**src/sv/fsla_pkg.sv**
```systemverilog
package fsla_pkg;

  localparam int POOL_SLOTS = 128;
  localparam int SLOT_W     = $clog2(POOL_SLOTS);
  localparam int CNT_W      = $clog2(POOL_SLOTS + 1);
  localparam int ITEM_CNT_W = 8;

  typedef enum logic {
    KIND_ALLOC   = 1'b0,
    KIND_RELEASE = 1'b1
  } kind_t;

  typedef enum logic [1:0] {
    ST_OK        = 2'd0,
    ST_EMPTY     = 2'd1,
    ST_BAD_COUNT = 2'd2,
    ST_NOT_USED  = 2'd3
  } status_t;

  typedef enum logic [1:0] {
    S_IDLE = 2'b01,
    S_EVAL = 2'b10
  } state_t;

  // access to the slot memory: one read and one write port
  typedef struct packed {
    logic              rd_en;
    logic [SLOT_W-1:0] rd_addr;
    logic              wr_en;
    logic [SLOT_W-1:0] wr_addr;
    logic              wr_busy;
    logic [SLOT_W-1:0] wr_link;
  } mem_req_t;

  typedef struct packed {
    logic              busy;
    logic [SLOT_W-1:0] link;
  } mem_rsp_t;

endpackage

```
**src/sv/fsla_slot_mem.sv**
```systemverilog
module fsla_slot_mem import fsla_pkg::*; (
  input  logic     clk,
  input  logic     rst,
  input  mem_req_t mreq,
  output mem_rsp_t mrsp
);

  // each word holds {busy, link}
  logic [SLOT_W:0]     mem [POOL_SLOTS];
  logic [POOL_SLOTS-1:0] written;
  logic [SLOT_W:0]     rd_word;
  logic                rd_written;
  logic [SLOT_W-1:0]   rd_addr_q;

  always_ff @(posedge clk) begin
    if (mreq.wr_en) begin
      mem[mreq.wr_addr] <= {mreq.wr_busy, mreq.wr_link};
    end
    if (mreq.rd_en) begin
      rd_word    <= mem[mreq.rd_addr];
      rd_written <= written[mreq.rd_addr];
      rd_addr_q  <= mreq.rd_addr;
    end
  end

  always_ff @(posedge clk) begin
    if (rst) begin
      written <= '0;
    end else if (mreq.wr_en) begin
      written[mreq.wr_addr] <= 1'b1;
    end
  end

  // an entry never written reads as free, linked to the slot just below
  always_comb begin
    if (rd_written) begin
      mrsp.busy = rd_word[SLOT_W];
      mrsp.link = rd_word[SLOT_W-1:0];
    end else begin
      mrsp.busy = 1'b0;
      mrsp.link = (rd_addr_q == '0) ? '0 : rd_addr_q - 1'b1;
    end
  end

endmodule

```
**config.mk**
```make
export PLATFORM = sky130hd
export DESIGN_NAME = fsla_slot_mem
export DESIGN_NICKNAME = d
export VERILOG_FILES = /design/src/sv/fsla_pkg.sv /design/src/sv/fsla_slot_mem.sv
export SDC_FILE = /design/constraint.sdc
export NUM_CORES = 1
export LEC_CHECK = 0
export BUFFER_PORTS_ARGS = -buffer_cell sky130_fd_sc_hd__buf_2
export CORE_UTILIZATION = 50
export DETAILED_ROUTE_END_ITERATION = 6
export MAX_ROUTING_LAYER = met4
export PLACE_DENSITY_LB_ADDON = 0.05
export SYNTH_ARGS = -nofsm -noshare
export SYNTH_HDL_FRONTEND = slang
export SYNTH_SLANG_ARGS = --single-unit
```
**constraint.sdc**
```tcl
create_clock -name clk -period 9.1 [get_ports clk]
set_clock_uncertainty 0.2 [all_clocks]
set_input_delay 0.91 -clock clk [delete_from_list [all_inputs] [get_ports clk]]
set_output_delay 0.91 -clock clk [all_outputs]
set_load 0.05 [all_outputs]
```
==> impl_metrics.env, run 1 <==
export IMPL_worstSetupEndpointType="register"
export IMPL_swShare=0.209
export IMPL_r2r_slack_ns=6.34
export IMPL_cts_tree="yes"
export IMPL_ctsHtreeMaxLevel=3
export IMPL_cts_path_max_buffers=3
export IMPL_max_cap_violations=0
export IMPL_cts_resized=0
export IMPL_yosys_warnings=0
export IMPL_grt_usage=0.249
export IMPL_tns_ns=0
export IMPL_final_nets=2255
export IMPL_post_cts_buffers=0
export IMPL_dp_hpwl_um=63900
export IMPL_cts_root_buffer_cell="clkbuf_16"
export IMPL_synth_yosys_seq_area_share=0.751
export IMPL_pwr_share_comb=0.048
export IMPL_drt_total_wl_um=107000
export IMPL_clkPwrFrac=0.432
export IMPL_start_util=0.507
export IMPL_finalCoreUtilization=0.569
export IMPL_rsz0062_at_grt="no"
export IMPL_place_congestion=0.791
export IMPL_reg2regPathDepth=4
export IMPL_yosys_top_cells_area="edfxtp_1, mux4_2, dfxtp_1, nor2_1, clkbuf_1"
export IMPL_hold_viol=0
export IMPL_routed_via_density=6.10
export IMPL_finalSetupViolCount=0
export IMPL_drt_iter0_markers=2053
export IMPL_synth_seq_cells=1168
export IMPL_die_w_um=302
export IMPL_hold_path_cell_count=2
export IMPL_relSlewSlack=0.116
export IMPL_intPower_mw=8.94
export IMPL_postSynthCellCount=2152
export IMPL_die_area_sq_um=91200
export IMPL_period_share=0.468
export IMPL_coreArea_sq_um=88800
export IMPL_criticalPathCategory="input pin to register"
export IMPL_grt_max_degree=150
export IMPL_synthFlopType="edfxtp_1"
export IMPL_drive_above_1_share=0.281
export IMPL_fp_dieH_um=302
export IMPL_synth_largest_area_cell="edfxtp_1"
export IMPL_synth_edf_count=1040
export IMPL_status="complete, but fails checks"
export IMPL_reg2reg_from="mem[119][0]$_DFFE_PP_"
export IMPL_grt_pass1_wl_um=155000
export IMPL_io_buffers=33
export IMPL_finalPower_mw=11.3
export IMPL_grt_pass1_vias=21600
export IMPL_period_needed_ns=4.26
export IMPL_async_flop_share=0
export IMPL_hp_start="written[113]$_SDFFE_PP0P_"
export IMPL_synth_cell_types=39
export IMPL_postSynthAreaPerCell_sq_um=20.9
export IMPL_area_delta_synth_final_pct=12.2
export IMPL_clk_latency_ns=0.69
export IMPL_num_rows=109
export IMPL_peakVddDrop_v=0.000195
export IMPL_postPlaceCellArea_sq_um=46500
export IMPL_remaining_drc_errors=10
export IMPL_p_leak_nw=15.8
export IMPL_clk_pin_slew_worst_paths_ns=0.06
export IMPL_wire_per_inst_um=30.7
export IMPL_drv_slew=0
export IMPL_tightest_slew_ns=1.32
export IMPL_cts_sinks=1168
export IMPL_hold_class="register to register"
export IMPL_critPathMaxFanout=77
export IMPL_antenna_found_initial=5
export IMPL_r2r_end="rd_word[0]$_DFFE_PP_"
export IMPL_violations="design-rule violations"
export IMPL_sequentialPowerShare=0.520
export IMPL_arrival_ns=4.50
export IMPL_synthesis_nets=2180
export IMPL_timing_fmax_mhz=235
export IMPL_synth_top_area_share=0.694
export IMPL_cts_buffers_inserted=118
export IMPL_power_density_nw_per_um2=224
export IMPL_first_pass_iters=7
export IMPL_vias=21300
export IMPL_syn_area_sq_um=45000
export IMPL_crit_path_start_kind="input pin"
export IMPL_crit_required_ns=9.34
export IMPL_hold_path_end="written[113]$_SDFFE_PP0P_"
export IMPL_grt_overflow=0
export IMPL_antenna_left=0
export IMPL_io_pins=34
export IMPL_power_switching_mw=2.36
export IMPL_postCtsHoldBufs=0
export IMPL_stdcell_area_sq_um=50500
==> area by class of cell <==
| class | count | area (sq um) |
|---|---|---|
| multi-input combinational | 851 | 10600 |
| fill | 6563 | 38300 |
| sequential | 1168 | 33800 |
| tap | 1165 | 1460 |
| inverter | 3 | 11.3 |
| antenna | 1 | 2.50 |
| timing repair buffer | 85 | 644 |
| clock buffer | 155 | 3230 |
| clock inverter | 68 | 704 |
==> cells in the final DEF, fill, tap and decap left out, drive strengths merged, types with 3 or more instances in the layout <==
cell | Yosys | layout
nor2 | 363 | 363
mux2 | 9 | 9
nand4bb | 6 | 6
xnor2 | 3 | 3
a21oi | 25 | 25
nor2b | 3 | 3
clkinvlp | 0 | 7
bufinv | 0 | 13
nand3 | 3 | 3
clkbuf | 88 | 155
nand4b | 7 | 7
buf | 42 | 85
edfxtp | 1040 | 1040
dfxtp | 128 | 128
nand2 | 12 | 12
nor3 | 3 | 3
inv | 3 | 6
o21ai | 7 | 7
and2 | 3 | 3
clkinv | 0 | 45
and3 | 3 | 3
or4b | 5 | 5
mux4 | 378 | 378
==> metal layers <==
metal	up-vias	routed length, um	part of all wire	track usage
li1	8946	-	-	-
met1	11500	46200	0.43	0.355
met2	736	51800	0.48	0.381
met3	140	7350	0.069	0.0417
met4	0	1900	0.018	0.0580
met5	-	0	0	-
==> cell families (layout without fill, tap and decap cells) <==
logic type	count (synthesis)	after routing	synth area share
compound gates	35	35	0.00412
xor+xnor	4	4	0.000779
fa+ha+maj	2	2	0.000556
buf+inv	133	311	0.0124
flops	1168	1168	0.751
mux	387	387	0.191
other cells	0	1	0
simple gates	423	423	0.0396
==> power by group through the flow <==
| stage | sequential (mW) | clock, mW | combinational, mW |
|---|---|---|---|
| finish | 5.87 | 4.88 | 0.541 |
| global route | 5.87 | 5.16 | 0.573 |
| CTS | 5.87 | 4.95 | 0.550 |
| detailed placement | 5.99 | 0 | 0.549 |
| global placement | 5.99 | 0 | 0.543 |
| floorplan | 5.98 | 0 | 0.320 |
==> synthesized netlist by cell type (2+ instances only) <==
cell type,n
nand3_1,3
xnor2_1,3
nor2_1,363
nor3_1,3
nand4bb_1,6
edfxtp_1,1040
mux2_2,9
buf_1,15
a21oi_1,25
buf_4,2
inv_1,3
dfxtp_1,128
mux4_2,378
nand4_1,2
and3b_1,2
or3_1,2
buf_2,22
nor2b_1,3
and2_1,3
buf_6,3
nand3b_1,2
clkbuf_1,88
or4b_1,5
nand4b_1,7
nand2_1,12
and3_1,3
ha_1,2
o21ai_1,7
==> worst max-delay path: stages <==
cell and delay (ns):
buf_8 0.68, buf_4 0.84, mux4_2 0.59, mux4_2 0.57, mux4_2 0.50, mux2_2 0.27
==> state kept, by name (all words and copies together) (netlist names) <==
register and flops:
mem 1024, rd_addr_q 7, rd_word 8, rd_written 1, written 128
==> how the worst max path moves through the flow <==
stage                     depth (start not counted)  startpoint                    to  slack, ns
after global routing                              6    mreq[16]  rd_word[1]$_DFFE_PP_       4.56
final                                             6    mreq[16]  rd_word[6]$_DFFE_PP_       4.84
after floorplan                                   6    mreq[16]  rd_word[0]$_DFFE_PP_       5.31
after global placement                            6    mreq[16]  rd_word[6]$_DFFE_PP_       4.02
after detailed placement                          6    mreq[16]  rd_word[1]$_DFFE_PP_       4.04
after CTS                                         6    mreq[16]  rd_word[1]$_DFFE_PP_       4.78
==> through the flow <==
step	worst slack, ns	cells	hold WS, ns
2_1_floorplan	5.31	2152	0.231
3_3_place_gp	4.02	3272	0.242
3_5_place_dp	4.04	3272	0.255
4_1_cts	4.78	3495	0.270
5_1_grt	4.56	3495	0.289
6_report	4.84	3496	0.266
Power figures use the tool's default switching activity.
==> run 2, diff against run 1 <==
clock period = 4.1 ns   (was 9.1 ns; I/O delays follow)
==> impl_metrics.env, run 2 (same netlist as run 1, synthesis figures left out) <==
export IMPL_power_density_nw_per_um2=481
export IMPL_final_nets=2350
export IMPL_final_common_cell="edfxtp_1"
export IMPL_finalSetupViolCount=0
export IMPL_criticalPathCategory="input pin to register"
export IMPL_drv_slew=0
export IMPL_hold_class="input pin to register"
export IMPL_tns_ns=0
export IMPL_met2_usage=0.377
export IMPL_period_needed_ns=3.02
export IMPL_antenna_found_initial=9
export IMPL_stdcell_area_sq_um=51300
export IMPL_fp_dieH_um=302
export IMPL_relSlewSlack=0.185
export IMPL_dp_hpwl_um=66200
export IMPL_worstSetupEndpointType="register"
export IMPL_grt_max_degree=104
export IMPL_drt_iter0_markers=2142
export IMPL_use_met1=0.366
export IMPL_drt_total_wl_um=109000
export IMPL_crit_path_frequent_cell="mux4_2"
export IMPL_start_util=0.507
export IMPL_critPathMaxFanout=31
export IMPL_holdWs_ns=0.0353
export IMPL_hp_start="rst"
export IMPL_largest_reg_flops=1024
export IMPL_cts_path_max_buffers=3
export IMPL_io_pins=34
export IMPL_grt_busiest_layer="met2"
export IMPL_worstPathCellList="buf_8 > buf_12 > buf_12 > mux4_2 > mux4_2 > mux4_2 > mux2_2"
export IMPL_met3_usage=0.0541
export IMPL_grt_usage=0.255
export IMPL_timing_fmax_mhz=331
export IMPL_arrival_ns=3.24
export IMPL_finalCoreUtilization=0.577
export IMPL_crit_required_ns=4.32
export IMPL_status="complete, but fails checks"
export IMPL_first_pass_iters=7
export IMPL_max_cap_violations=0
export IMPL_most_common_layout_cells="edfxtp_1, mux4_2, nor2_1"
export IMPL_fill_cells=6489
export IMPL_grt_pass1_vias=22000
export IMPL_rsz0062_at_grt="no"
export IMPL_die_area_sq_um=91200
export IMPL_largest_register="mem"
export IMPL_cts_tree="yes"
export IMPL_cts_buffers_inserted=116
export IMPL_critPathMaxStageDelay_ns=0.57
export IMPL_drive_above_1_share=0.306
export IMPL_wire_per_inst_um=30.5
export IMPL_cts_sinks=1168
export IMPL_postPlaceCellArea_sq_um=47500
export IMPL_area_delta_synth_final_pct=13.9
export IMPL_p_leak_nw=16.3
export IMPL_period_share=0.737
export IMPL_tightest_slew_ns=1.22
export IMPL_coreArea_sq_um=88800
export IMPL_violations="design-rule violations"
export IMPL_antenna_left=0
export IMPL_cp_slowest_cell="mux4_2"
export IMPL_largestRegisters="mem x1024, written x128, rd_word x8"
export IMPL_worstSetupStartpoint="mreq[16]"
export IMPL_clk_latency_ns=0.68
export IMPL_peakVddDrop_v=0.000368
export IMPL_remaining_drc_errors=5
export IMPL_grt_overflow=0
export IMPL_grt_pass1_wl_um=157000
export IMPL_crit_path_start_kind="input pin"
export IMPL_clk_pin_slew_worst_paths_ns=0.06
export IMPL_cts_root_buffer_cell="clkbuf_16"
export IMPL_post_cts_buffers=0
export IMPL_vias=21800
export IMPL_num_rows=109
export IMPL_r2r_slack_ns=1.30
export IMPL_routed_via_density=6.07
export IMPL_ctsHtreeMaxLevel=3
export IMPL_reg2reg_from="mem[100][7]$_DFFE_PP_"
export IMPL_die_w_um=302
export IMPL_hold_viol=0
export IMPL_io_buffers=33
export IMPL_place_congestion=0.828
## run 2: cell types whose count changed in the layout (fill, tap and decap cells not counted), moves of 2 or more
cell	before	now
dlygate4sd3_1	0	2
buf_4	59	136
bufinv_16	13	6
clkinv_4	5	0
clkinv_1	16	6
clkinv_2	23	26
buf_12	3	21
clkinvlp_4	7	2
clkbuf_1	25	39
clkbuf_8	10	15
inv_6	3	1
## run 2: cell type report
| class | count | area, sq um | share of cell area |
|---|---|---|---|
| Clock inverter | 42 | 363 | 0.00708 |
| Sequential cell | 1168 | 33800 | 0.659 |
| Timing Repair Buffer | 182 | 1600 | 0.0313 |
| Tap cell | 1165 | 1460 | 0.0284 |
| Inverter | 3 | 11.3 | 0.000220 |
| Antenna cell | 1 | 2.50 | 0.0000488 |
| Multi-Input combinational cell | 851 | 10600 | 0.208 |
| Clock buffer | 176 | 3390 | 0.0661 |
## run 2: worst paths after layout
check,to,cells after the start
worst max-delay path,rd_word[4]$_DFFE_PP_,7
worst min-delay path,written[45]$_SDFFE_PP0P_,2
worst max register to register,rd_word[7]$_DFFE_PP_,4
worst min register to register,written[36]$_SDFFE_PP0P_,2
## run 2: routing by layer
| layer | wire length, um | up-vias |
|---|---|---|
| met5 | 0 | - |
| met3 | 8350 | 151 |
| met4 | 2630 | 0 |
| li1 | - | 9120 |
| met2 | 51500 | 791 |
| met1 | 46800 | 11700 |
## run 2: report_power, final
group / internal (mW) / switching, mW / leakage (nW)
clock: 6.05 / 4.32 / 1.85
sequential: 13.0 / 0.0294 / 10.4
combinational: 0.504 / 0.767 / 4.10
total: 19.6 / 5.12 / 16.3
## run 2: what timing repair did
action                    in CTS  in global routing
hold endpoints to repair       2                  0
hold buffers                   2                  0
resized for setup              0                  0
## run 2: stage by stage
step                std cells  worst slack (ns)  total power, mW
floorplan                2152             0.812             14.0
global placement         3367             0.349             14.6
detailed placement       3367             0.342             14.6
CTS                      3587              1.06             24.9
global route             3588              1.01             25.4
finish                   3588              1.08             24.7
## run 2: worst max-delay path: cells and delay by family
| family | cells | cell delay (ns) |
|---|---|---|
| mux | 4 | 1.95 |
| buf+inv | 3 | 0.78 |
==> run 3, diff against run 2 <==
clock period = 3.1 ns   (was 4.1 ns; I/O delays follow)
==> impl_metrics.env, run 3 (same netlist as run 1, synthesis figures left out) <==
export IMPL_status="complete, but fails checks"
export IMPL_violations="design-rule violations"
export IMPL_criticalPathCategory="input pin to register"
export IMPL_relSlewSlack=0.464
export IMPL_largestRegisters="mem x1024, written x128, rd_word x8"
export IMPL_die_area_sq_um=91200
export IMPL_io_buffers=33
export IMPL_grt_overflow=0
export IMPL_cts_path_max_buffers=3
export IMPL_dp_hpwl_um=68800
export IMPL_seqCellArea_sq_um=33800
export IMPL_fp_dieH_um=302
export IMPL_coreArea_sq_um=88800
export IMPL_cts_sinks=1168
export IMPL_final_common_cell="edfxtp_1"
export IMPL_timing_fmax_mhz=323
export IMPL_holdWs_ns=0.00301
export IMPL_drive_above_1_share=0.331
export IMPL_area_delta_synth_final_pct=16.3
export IMPL_dp_cells=3448
export IMPL_grt_max_degree=97
export IMPL_first_pass_iters=7
export IMPL_period_share=0.999
export IMPL_max_cap_violations=0
export IMPL_wire_per_inst_um=29.5
export IMPL_final_nets=2444
export IMPL_grt_usage=0.254
export IMPL_p_leak_nw=16.9
export IMPL_hold_viol=0
export IMPL_power_density_nw_per_um2=630
export IMPL_routed_via_density=5.96
export IMPL_drv_slew=0
export IMPL_antenna_found_initial=8
export IMPL_antenna_left=0
export IMPL_grt_pass1_vias=22200
export IMPL_post_cts_buffers=0
export IMPL_cts_buffers_inserted=116
export IMPL_critPathMaxFanout=24
export IMPL_cts_tree="yes"
export IMPL_period_needed_ns=3.10
export IMPL_crit_required_ns=3.35
export IMPL_vias=22000
export IMPL_largest_reg_flops=1024
export IMPL_drt_total_wl_um=109000
export IMPL_stdcell_count=3686
export IMPL_ctsHtreeMaxLevel=3
export IMPL_multi_input_area_sq_um=10600
export IMPL_largest_register="mem"
export IMPL_fill_cells=6375
export IMPL_tightest_slew_ns=0.804
export IMPL_drt_iter0_markers=2010
export IMPL_clk_pin_slew_worst_paths_ns=0.06
export IMPL_io_pins=34
export IMPL_peakVddDrop_v=0.000551
export IMPL_most_common_layout_cells="edfxtp_1, mux4_2, nor2_1"
export IMPL_grt_pass1_wl_um=157000
export IMPL_cts_root_buffer_cell="clkbuf_16"
export IMPL_hold_class="input pin to register"
export IMPL_clk_latency_ns=0.71
export IMPL_place_congestion=0.822
export IMPL_worstSetupEndpointType="register"
export IMPL_crit_path_start_kind="input pin"
export IMPL_arrival_ns=3.35
export IMPL_remaining_drc_errors=12
export IMPL_start_util=0.507
export IMPL_die_w_um=302
export IMPL_finalSetupViolCount=0
export IMPL_num_rows=109
run 3: cell count changes in the layout (fill, tap and decap cells not counted), sizes merged:
cell	previous run	this run
buf	180	261
clkbuf	176	168
dlygate4sd3	2	14
bufinv	6	9
clkinvlp	2	6
clkinv	32	38
run 3: layout make-up:
| class | instances | area share |
|---|---|---|
| multi-input combinational | 851 | 0.203 |
| timing repair buffer | 276 | 0.0492 |
| clock inverter | 55 | 0.0103 |
| tap | 1165 | 0.0279 |
| antenna | 1 | 0.0000478 |
| inverter | 3 | 0.000215 |
| clock buffer | 167 | 0.0633 |
| sequential | 1168 | 0.646 |
run 3: worst paths after layout:
check                                 from  depth (start not counted)  slack [ns]                        to
hold reg to reg   written[52]$_SDFFE_PP0P_                          2        0.26  written[52]$_SDFFE_PP0P_
setup / recovery                  mreq[18]                          8       0.003      rd_word[5]$_DFFE_PP_
hold / removal                     mreq[6]                          1       0.003      mem[36][6]$_DFFE_PP_
setup reg to reg      mem[88][5]$_DFFE_PP_                          4        0.34      rd_word[5]$_DFFE_PP_
run 3: what timing repair did:
| action | in CTS | in global routing |
|---|---|---|
| endpoints found under the setup margin | 0 | 3 |
| hold buffers | 14 | 0 |
| hold endpoints to repair | 209 | 0 |
| gates resized for setup | 0 | 3 |
run 3: power breakdown:
group	total, mW	internal, mW	leakage, nW	switching (mW)
Clock	14.0	8.16	1.89	5.79
Combinational	1.80	0.745	4.66	1.05
Sequential	17.2	17.2	10.4	0.0366
Total	33.0	26.1	16.9	6.88
run 3: layer usage:
layer	wire length, um	GRT usage	vias to the layer above
met2	52600	0.389	777
li1	-	-	9329
met1	46100	0.355	11700
met4	2150	0.0628	0
met3	7900	0.0462	128
met5	0	-	-
run 3: through the flow:
| stage | cell area (sq um) | worst slack, ns | power, mW | utilization | setup TNS [ns] |
|---|---|---|---|---|---|
| after global placement | 48300 | -0.349 | 19.3 | 0.544 | -2.67 |
| final | 52300 | 0.00260 | 33.0 | 0.589 | 0 |
| after floorplan | 45000 | 0.0720 | 18.5 | - | 0 |
| after global routing | 52300 | -0.0114 | 34.0 | 0.589 | -0.0114 |
| after detailed placement | 48300 | -0.354 | 19.4 | 0.544 | -2.59 |
| after CTS | 52300 | 0.0107 | 33.3 | 0.589 | 0 |
run 3: critical path, stage by stage:
cell,delay [ns]
dlygate4sd3_1,0.61
buf_12,0.22
buf_16,0.23
buf_12,0.15
mux4_2,0.32
mux4_2,0.60
mux4_2,0.56
mux2_2,0.29
